--- src/sorted_insertion_store_unit_macros.svh ---
// ---------------------------------------------------------------------------
// Sorted insertion store: assertion macros
// Shared concurrent assertion forms, sampled on clk and held off in reset.
// ---------------------------------------------------------------------------
`ifndef SORTED_INSERTION_STORE_UNIT_MACROS_SVH
`define SORTED_INSERTION_STORE_UNIT_MACROS_SVH

// The consequent must hold in the same cycle as the antecedent.
`define SIS_ASSERT_SAME(lbl, ante, cons, msg) \
	lbl: assert property (@(posedge clk) disable iff (!arst_n) (ante) |-> (cons)) \
		else $error(msg);

// The consequent must hold in the cycle after the antecedent.
`define SIS_ASSERT_NEXT(lbl, ante, cons, msg) \
	lbl: assert property (@(posedge clk) disable iff (!arst_n) (ante) |=> (cons)) \
		else $error(msg);

`endif

--- src/sis_pkg.sv ---
// ---------------------------------------------------------------------------
// Sorted insertion store: package
// Operation and status codes, cell commands and the result record.
// ---------------------------------------------------------------------------
package sis_pkg;

	// Default number of cells in the chain.
	localparam int SIS_DEPTH = 16;

	localparam int DATA_W = 32;
	localparam int POS_W  = 6;

	// Operation codes of a request transaction.
	localparam logic [1:0] OP_INSERT = 2'd0;
	localparam logic [1:0] OP_DELETE = 2'd1;
	localparam logic [1:0] OP_CLEAR  = 2'd2;
	localparam logic [1:0] OP_READ   = 2'd3;

	// Status codes of a response transaction.
	localparam logic [1:0] STS_DONE  = 2'd0;
	localparam logic [1:0] STS_ENTRY = 2'd1;
	localparam logic [1:0] STS_FULL  = 2'd2;
	localparam logic [1:0] STS_EMPTY = 2'd3;

	// Commands broadcast to every cell of the chain.
	localparam logic [1:0] ACT_HOLD   = 2'd0;
	localparam logic [1:0] ACT_INSERT = 2'd1;
	localparam logic [1:0] ACT_REMOVE = 2'd2;
	localparam logic [1:0] ACT_ROTATE = 2'd3;

	typedef struct packed {
		logic [1:0]               act;
		logic signed [DATA_W-1:0] key;
	} cell_ctl_t;

	typedef struct packed {
		logic signed [DATA_W-1:0] entry_value;
		logic [POS_W-1:0]         position;
		logic [1:0]               status;
		logic                     last;
	} result_t;

endpackage

--- src/sis_req_if.sv ---
// ---------------------------------------------------------------------------
// Sorted insertion store: request channel
// Valid/ready channel carrying an operation and its value.
// ---------------------------------------------------------------------------
interface sis_req_if;
	logic               valid;
	logic               ready;
	logic [1:0]         op;
	logic signed [31:0] value;

	modport source (output valid, op, value, input ready);
	modport sink (input valid, op, value, output ready);
endinterface

--- src/sis_rsp_if.sv ---
// ---------------------------------------------------------------------------
// Sorted insertion store: response channel
// Valid/ready channel carrying one result of an operation.
// ---------------------------------------------------------------------------
interface sis_rsp_if;
	logic               valid;
	logic               ready;
	logic signed [31:0] entry_value;
	logic [5:0]         position;
	logic [1:0]         status;
	logic               last;

	modport source (output valid, entry_value, position, status, last, input ready);
	modport sink (input valid, entry_value, position, status, last, output ready);
endinterface

--- src/sis_cell.sv ---
// ---------------------------------------------------------------------------
// Sorted insertion store: storage cell
// Holds one entry and takes a new one from itself, the key, a neighbour or the head cell.
// ---------------------------------------------------------------------------
module sis_cell
	import sis_pkg::*;
(
	input  logic                     clk,
	input  cell_ctl_t                ctl,
	input  logic                     occ,
	input  logic                     tail,
	input  logic                     prev_lt,
	input  logic signed [DATA_W-1:0] prev_data,
	input  logic signed [DATA_W-1:0] next_data,
	input  logic signed [DATA_W-1:0] head_data,
	output logic signed [DATA_W-1:0] data,
	output logic                     lt,
	output logic                     match
);

	logic signed [DATA_W-1:0] data_q;
	logic signed [DATA_W-1:0] data_d;

	// Compare the held entry with the broadcast key.
	assign lt    = occ && (data_q < ctl.key);
	assign match = occ && (data_q == ctl.key);
	assign data  = data_q;

	// Select the next content of the cell.
	always_comb begin
		data_d = data_q;
		unique case (ctl.act)
			ACT_HOLD: begin
				data_d = data_q;
			end
			ACT_INSERT: begin
				if (!lt) begin
					data_d = prev_lt ? ctl.key : prev_data;
				end
			end
			ACT_REMOVE: begin
				if (occ && !lt) begin
					data_d = next_data;
				end
			end
			ACT_ROTATE: begin
				data_d = tail ? head_data : next_data;
			end
			default: begin
				data_d = data_q;
			end
		endcase
	end

	always_ff @(posedge clk) begin
		data_q <= data_d;
	end

endmodule

--- src/sis_result_fifo.sv ---
// ---------------------------------------------------------------------------
// Sorted insertion store: result queue
// Two-slot queue that decouples result production from the response channel.
// ---------------------------------------------------------------------------
module sis_result_fifo
	import sis_pkg::*;
(
	input  logic    clk,
	input  logic    arst_n,
	input  logic    push,
	input  result_t push_data,
	output logic    full,
	input  logic    pop,
	output logic    head_valid,
	output result_t head_data
);

	result_t    slot_q [2];
	logic       wptr_q;
	logic       rptr_q;
	logic [1:0] cnt_q;
	logic       do_push;
	logic       do_pop;

	assign full       = (cnt_q == 2'd2);
	assign head_valid = (cnt_q != 2'd0);
	assign head_data  = slot_q[rptr_q];
	assign do_push    = push && !full;
	assign do_pop     = pop && head_valid;

	// Pointers and occupancy.
	always_ff @(posedge clk or negedge arst_n) begin
		if (!arst_n) begin
			wptr_q <= 1'b0;
			rptr_q <= 1'b0;
			cnt_q  <= 2'd0;
		end else begin
			if (do_push) begin
				wptr_q <= ~wptr_q;
			end
			if (do_pop) begin
				rptr_q <= ~rptr_q;
			end
			if (do_push && !do_pop) begin
				cnt_q <= cnt_q + 2'd1;
			end else if (do_pop && !do_push) begin
				cnt_q <= cnt_q - 2'd1;
			end
		end
	end

	// Slot contents.
	always_ff @(posedge clk) begin
		if (do_push) begin
			slot_q[wptr_q] <= push_data;
		end
	end

endmodule

--- src/sorted_insertion_store_unit.sv ---
// ---------------------------------------------------------------------------
// Sorted insertion store unit
// Ascending store of signed words built as a chain of cells, with a sequencer.
// ---------------------------------------------------------------------------
// The store holds up to DEPTH signed 32-bit entries in ascending order, one per
// cell. Insert, clear and every error case give one result in the cycle that
// takes the request. Delete takes the request, then closes one gap per removed
// entry (all cells above the match shift down by one), and at last finds no
// match left and gives the result. Read out takes the request and then rotates
// the chain once per result, which leaves the store in its original order. A
// request is taken only while no operation is in progress and the result buffer
// is not full; results queue in a two-slot buffer, so a waiting response does
// not hold the chain until that is full, and while the buffer stays full it
// stalls read out and the end of a delete.
// ---------------------------------------------------------------------------
`include "sorted_insertion_store_unit_macros.svh"

module sorted_insertion_store_unit
	import sis_pkg::*;
#(
	parameter int DEPTH = SIS_DEPTH
) (
	input logic       clk,
	input logic       arst_n,
	sis_req_if.sink   req,
	sis_rsp_if.source rsp
);

	localparam int CW = $clog2(DEPTH + 1);

	localparam logic [1:0] ST_IDLE = 2'd0;
	localparam logic [1:0] ST_DEL  = 2'd1;
	localparam logic [1:0] ST_READ = 2'd2;

	logic [1:0]               state_q;
	logic [1:0]               state_d;
	logic [CW-1:0]            count_q;
	logic [CW-1:0]            count_d;
	logic [CW-1:0]            idx_q;
	logic [CW-1:0]            idx_d;
	logic [CW-1:0]            cnt_m1;
	logic signed [DATA_W-1:0] key_q;
	logic                     accept;
	logic                     fifo_full;
	logic                     push;
	result_t                  push_data;
	result_t                  head_data;
	logic                     any_match;
	cell_ctl_t                ctl;

	logic signed [DATA_W-1:0] cell_data [DEPTH];
	logic [DEPTH-1:0]         cell_lt;
	logic [DEPTH-1:0]         cell_match;

	assign cnt_m1     = count_q - CW'(1);
	assign any_match  = |cell_match;
	assign req.ready  = (state_q == ST_IDLE) && !fifo_full;
	assign accept     = req.valid && req.ready;

	// Chain of cells, each fed by its neighbours and the head entry.
	for (genvar i = 0; i < DEPTH; i++) begin : g_cell
		logic                     prev_lt;
		logic signed [DATA_W-1:0] prev_data;
		logic signed [DATA_W-1:0] next_data;

		if (i == 0) begin : g_head
			assign prev_lt   = 1'b1;
			assign prev_data = '0;
		end else begin : g_body
			assign prev_lt   = cell_lt[i-1];
			assign prev_data = cell_data[i-1];
		end

		if (i == DEPTH - 1) begin : g_end
			assign next_data = '0;
		end else begin : g_mid
			assign next_data = cell_data[i+1];
		end

		sis_cell u_cell (
			.clk       (clk),
			.ctl       (ctl),
			.occ       (CW'(i) < count_q),
			.tail      (CW'(i) == cnt_m1),
			.prev_lt   (prev_lt),
			.prev_data (prev_data),
			.next_data (next_data),
			.head_data (cell_data[0]),
			.data      (cell_data[i]),
			.lt        (cell_lt[i]),
			.match     (cell_match[i])
		);
	end

	// Sequencer: decodes requests, drives the chain and produces results.
	always_comb begin
		state_d   = state_q;
		count_d   = count_q;
		idx_d     = idx_q;
		ctl.act   = ACT_HOLD;
		ctl.key   = key_q;
		push      = 1'b0;
		push_data = '0;
		push_data.last = 1'b1;
		unique case (state_q)
			ST_IDLE: begin
				ctl.key = req.value;
				if (accept) begin
					unique case (req.op)
						OP_INSERT: begin
							push = 1'b1;
							if (count_q == CW'(DEPTH)) begin
								push_data.status = STS_FULL;
							end else begin
								ctl.act          = ACT_INSERT;
								count_d          = count_q + CW'(1);
								push_data.status = STS_DONE;
							end
						end
						OP_DELETE: begin
							if (count_q == '0) begin
								push             = 1'b1;
								push_data.status = STS_EMPTY;
							end else begin
								state_d = ST_DEL;
							end
						end
						OP_CLEAR: begin
							count_d          = '0;
							push             = 1'b1;
							push_data.status = STS_DONE;
						end
						OP_READ: begin
							if (count_q == '0) begin
								push             = 1'b1;
								push_data.status = STS_EMPTY;
							end else begin
								idx_d   = '0;
								state_d = ST_READ;
							end
						end
						default: begin
							state_d = ST_IDLE;
						end
					endcase
				end
			end
			ST_DEL: begin
				if (any_match) begin
					ctl.act = ACT_REMOVE;
					count_d = cnt_m1;
				end else if (!fifo_full) begin
					push             = 1'b1;
					push_data.status = STS_DONE;
					state_d          = ST_IDLE;
				end
			end
			ST_READ: begin
				if (!fifo_full) begin
					push                  = 1'b1;
					push_data.entry_value = cell_data[0];
					push_data.position    = POS_W'(idx_q);
					push_data.status      = STS_ENTRY;
					push_data.last        = (idx_q == cnt_m1);
					ctl.act               = ACT_ROTATE;
					idx_d                 = idx_q + CW'(1);
					if (idx_q == cnt_m1) begin
						state_d = ST_IDLE;
					end
				end
			end
			default: begin
				state_d = ST_IDLE;
			end
		endcase
	end

	// Control registers.
	always_ff @(posedge clk or negedge arst_n) begin
		if (!arst_n) begin
			state_q <= ST_IDLE;
			count_q <= '0;
			idx_q   <= '0;
		end else begin
			state_q <= state_d;
			count_q <= count_d;
			idx_q   <= idx_d;
		end
	end

	// The delete key is held for the whole compaction.
	always_ff @(posedge clk) begin
		if (accept) begin
			key_q <= req.value;
		end
	end

	sis_result_fifo u_result_fifo (
		.clk        (clk),
		.arst_n     (arst_n),
		.push       (push),
		.push_data  (push_data),
		.full       (fifo_full),
		.pop        (rsp.ready),
		.head_valid (rsp.valid),
		.head_data  (head_data)
	);

	assign rsp.entry_value = head_data.entry_value;
	assign rsp.position    = head_data.position;
	assign rsp.status      = head_data.status;
	assign rsp.last        = head_data.last;

	// Checks on the sequencer and the fill count.
	`SIS_ASSERT_SAME(a_count_bound, 1'b1, count_q <= CW'(DEPTH), "fill count above depth")
	`SIS_ASSERT_NEXT(a_remove_dec, (state_q == ST_DEL) && any_match,
		count_q == CW'($past(count_q) - CW'(1)), "removal did not shrink the store")
	`SIS_ASSERT_NEXT(a_read_end, (state_q == ST_READ) && push && push_data.last,
		state_q == ST_IDLE, "read out did not end on its last entry")
	`SIS_ASSERT_NEXT(a_del_end, (state_q == ST_DEL) && !any_match && !fifo_full,
		state_q == ST_IDLE, "delete did not finish once no match remained")

endmodule

--- src/flat_wrapper.sv ---
// flat-port wrapper written by rule: the top's interface ports become plain ports
module sorted_insertion_store_unit_flat import sis_pkg::*;
#(
	parameter int DEPTH = SIS_DEPTH
)
  (clk, arst_n, req_valid, req_op, req_value, req_ready, rsp_valid, rsp_entry_value, rsp_position, rsp_status, rsp_last, rsp_ready);
  sis_req_if req_i ();
  sis_rsp_if rsp_i ();
  input logic clk;
  input logic arst_n;
  input wire logic [$bits(req_i.valid)-1:0] req_valid;
  input wire logic [$bits(req_i.op)-1:0] req_op;
  input wire logic [$bits(req_i.value)-1:0] req_value;
  output wire logic [$bits(req_i.ready)-1:0] req_ready;
  output wire logic [$bits(rsp_i.valid)-1:0] rsp_valid;
  output wire logic [$bits(rsp_i.entry_value)-1:0] rsp_entry_value;
  output wire logic [$bits(rsp_i.position)-1:0] rsp_position;
  output wire logic [$bits(rsp_i.status)-1:0] rsp_status;
  output wire logic [$bits(rsp_i.last)-1:0] rsp_last;
  input wire logic [$bits(rsp_i.ready)-1:0] rsp_ready;
  assign req_i.valid = req_valid;
  assign req_i.op = req_op;
  assign req_i.value = req_value;
  assign req_ready = req_i.ready;
  assign rsp_valid = rsp_i.valid;
  assign rsp_entry_value = rsp_i.entry_value;
  assign rsp_position = rsp_i.position;
  assign rsp_status = rsp_i.status;
  assign rsp_last = rsp_i.last;
  assign rsp_i.ready = rsp_ready;
  sorted_insertion_store_unit #(.DEPTH(DEPTH)) u_core (.clk(clk), .arst_n(arst_n), .req(req_i), .rsp(rsp_i));
endmodule
--- config.mk ---
export PLATFORM = sky130hd
export DESIGN_NAME = sorted_insertion_store_unit_flat
export DESIGN_NICKNAME = d
export VERILOG_FILES = /design/src/sis_pkg.sv /design/src/sis_req_if.sv /design/src/sis_rsp_if.sv /design/src/sis_cell.sv /design/src/sis_result_fifo.sv /design/src/sorted_insertion_store_unit.sv /design/src/flat_wrapper.sv
export VERILOG_INCLUDE_DIRS = /design/src /design/src/src
export SDC_FILE = /design/constraint.sdc
export NUM_CORES = 2
export LEC_CHECK = 0
export ABC_CLOCK_PERIOD_IN_PS = 14290
export BUFFER_PORTS_ARGS = -buffer_cell sky130_fd_sc_hd__clkbuf_2
export CAP_MARGIN = 20
export CORE_MARGIN = 5
export CORE_UTILIZATION = 44
export DETAILED_ROUTE_END_ITERATION = 7
export GPL_ROUTABILITY_DRIVEN = 1
export SKIP_CTS_REPAIR_TIMING = 1
export SYNTH_ARGS = -nofsm -noshare
export SYNTH_HDL_FRONTEND = slang
export SYNTH_SLANG_ARGS = --single-unit
--- constraint.sdc ---
create_clock -name clk -period 14.29 [get_ports clk]
set_input_delay 0.7145 -clock clk [delete_from_list [all_inputs] [get_ports clk]]
set_output_delay 0.7145 -clock clk [all_outputs]
set_load 0.005 [all_outputs]
==> metrics.yaml <==
outcome:
  status: "complete, no violations"
yosys:
  synth-xor-area-share_pct: 0.479
  synth_cells: 4910
  ys_warn_count: 0
  synth_mux_area_share_pct: 8.47
  synth_top_family_by_area: "compound AO/OA/AOI/OAI gates"
  async_reset_ff_share_pct: 2.50
  yosysMostFrequentCell: "edfxtp_1"
  synth_common_cells: "edfxtp_1 (624), nand2_1 (564), ha_1 (520)"
  synth_top_area_share_pct: 37.9
  synth-edff-count: 624
  synth_area_leader_cell: "edfxtp_1"
  synth_ff_type: "edfxtp_1"
  avgSynthCellArea_um2: 10.1
  synth-adder-area-share_pct: 13.2
  synth-compound-area-share_pct: 20.8
  synth_simple_gate_area_share_pct: 11.6
  synth-seq-cells: 640
  synth_area_mm2: 0.0494
  yosys.cell_types.count: 79
  synth_area_leaders: "edfxtp_1 (38%), ha_1 (13%), mux2i_1 (6.7%), o221ai_1 (4.7%), nand2_1 (4.3%)"
  synth_fp_nets: 5468
  yosysSeqAreaShare_pct: 38.7
sta:
  worstMarginPinSlew_ns: 1.21
  hold_viol: 0
  final.setup_skew_ns: 0.0328
  finalCritPeriodShare_pct: 54.1
  rsz0062_at_grt: "no"
  setup_viol: 0
  whs_ns: 0.0116
  period_minus_slack_ns: 7.74
  fmax_mhz: 129
  fin_ws_ns: 6.55
  finalSetupTns_ns: 0
  slew_violations: 0
  relSlewSlack_pct: 18.8
route:
  viasPerCell: 6.60
  drt-met1-wl_um: 74000
  wirelength_um: 183000
  wl_met3_um: 16300
  drcViolationCount: 0
  avgRoutedWirePerCell_um: 28.7
  drt_iter0_drc: 5107
  drtAntennaViolNets: 0
  routed-via-count: 42100
  first_pass_iters: 8
  dr_wl_met2_um: 82700
  top_layer_used: "met5"
die:
  die_w_um: 345
  fp.dieH_um: 345
  core_mm2: 0.112
  ios: 81
  fp-row-count: 123
  initial_core_util_pct: 44.1
  dieArea_mm2: 0.119
clock_tree:
  clockBufferDepth: 3
  cts_tree: "done"
  cts_sinks: 640
  h-tree-depth: 3
  numCtsBuffers: 76
  clk_latency_ns: 0.67
  clkTransAtPathRegs_ns: 0.06
  cts_root_buffer: "clkbuf_16"
pwr:
  power_density_mw_per_mm2: 285
  p_leak_uw: 0.0210
  vdd_drop_max_mv: 0.201
critical_path:
  cp.arrival_ns: 8.09
  crit_chain: "nor2_4 -> buf_4 -> mux2_2 -> inv_1 -> buf_4 -> ha_1 -> nand4_1 -> nor4_1 -> nand3b_1 -> nand4_1 -> o41ai_2 -> nand2_4 -> buf_12 -> buf_4 -> o21ai_0 -> o21ai_4 -> buf_16"
  worstPathRequired_ns: 14.64
  path_common_cell: "buf_4"
  cp_max_fo: 142
  start_kind: "flip-flop"
  end_kind: "flip-flop"
  crit_family: "simple AND/OR/NAND/NOR gates"
  cp.buffers_inverters: 6
  crit_slowest_cell: "nor4_1"
  cpPeakStageDelay_ns: 0.97
  criticalPathCategory: "reg -> reg"
global_route:
  grt_max_degree: 159
  grt_usage_pct: 29.1
  grt_pass1_vias: 40300
  antenna_found_initial: 2
  grt_pass1_wl_um: 267000
  grt_overflow: 0
placed_design:
  dp_hpwl_um: 132000
  place.gp.congestion: 0.960
  portBuffers: 79
  dp.cells: 6237
  dp_slack_ns: 6.72
layout:
  layout.nets: 5374
  fillers: 10300
  final_layout_size_suffix_gt1_share_pct: 12.0
  layout.cells.non_filler: 6375
  num_antenna_cells: 0
  syn2layout_area_growth_pct: 9.36
worst_hold_path:
  hp-class: "in -> async"
job:
  cap_violations: 0
-- report_power, final --
part	leakage (µW)	internal, µW	total, µW	switching [µW]
registers	0.00592	3390	4080	698
clock network	0.00129	1280	2150	871
logic	0.0138	3450	9180	5730
-- final timing paths --
check / start / cells past startpoint / endpoint / slack (ns)
setup reg to reg: u_core.state_q[0]$_DFFE_PN0P_ / 17 / u_core.g_cell[9].u_cell.data[5]$_DFFE_PP_ / 6.55
min in group clk: req_value[24] / 1 / u_core.key_q[24]$_DFFE_PP_ / 0.25
max in group asynchronous: arst_n / 1 / u_core.u_result_fifo.rptr_q$_DFFE_PN0P_ / 13.90
hold reg to reg: u_core.u_result_fifo.cnt_q[1]$_DFFE_PN0P_ / 1 / u_core.u_result_fifo.cnt_q[1]$_DFFE_PN0P_ / 0.51
setup / recovery: u_core.state_q[0]$_DFFE_PN0P_ / 17 / u_core.g_cell[9].u_cell.data[5]$_DFFE_PP_ / 6.55
hold / removal: arst_n / 1 / u_core.state_q[0]$_DFFE_PN0P_ / 0.01
-- sequential cells by signal, indices dropped and copies added, names as in the netlist --
name                         cells
u_core.idx_q                     5
u_core.g_cell.u_cell.data      512
u_core.u_result_fifo.slot_q     80
u_core.u_result_fifo.rptr_q      1
u_core.state_q                   2
u_core.key_q                    32
u_core.u_result_fifo.wptr_q      1
u_core.count_q                   5
u_core.u_result_fifo.cnt_q       2
-- layout make-up --
class                           count  area [µm²]  area share [%]
Multi-Input combinational cell   3469       27300            50.5
Clock inverter                     54         651            1.20
Sequential cell                   640       19100            35.4
Clock buffer                       83        1990            3.69
Inverter                          407        1530            2.83
Timing Repair Buffer              222        1530            2.84
Tap cell                         1500        1880            3.47
-- cells in the final DEF, fill, tap and decap left out, types with 127 or more instances in the layout --
cell | netlist | routed
inv_1 | 407 | 406
buf_4 | 18 | 138
a21oi_1 | 270 | 266
edfxtp_1 | 624 | 624
o21ai_0 | 180 | 175
nand4_1 | 127 | 127
mux2i_1 | 331 | 327
nand2_1 | 564 | 561
o221ai_1 | 263 | 263
ha_1 | 520 | 520
-- stage by stage --
step	power [µW]	utilization [%]	area, µm²
after floorplan	10000	-	49400
after global placement	12900	45.8	51300
after detailed placement	13000	45.8	51300
after CTS	15200	48.2	54000
after global routing	16200	48.2	54000
final	15400	48.2	54000
-- cells by family (layout without fill, tap and decap cells) --
kind of cell    after synthesis  after routing
compound gates             1314           1314
simple gates               1201           1201
flops                       640            640
buf+inv                     801            766
mux                         406            406
other cells                   1              1
xor+xnor                     27             27
fa+ha+maj                   520            520
-- worst reg2reg max path: cells and delay by family (launching register included) --
family / cells / cell delay [ns]
flip-flops: 1 / 0.54
adder cells (fa/ha/maj): 1 / 0.35
AND/OR/NAND/NOR: 6 / 2.68
buffers and inverters: 6 / 2.49
AO/OA/AOI/OAI: 3 / 0.71
multiplexers: 1 / 0.61
-- per-layer routing --
layer	vias to the layer above	track usage, %
li1	18700	-
met1	20500	38.4
met2	2373	46.7
met3	450	4.94
met4	2	14.0
met5	-	0
Power figures use the tool's default switching activity.
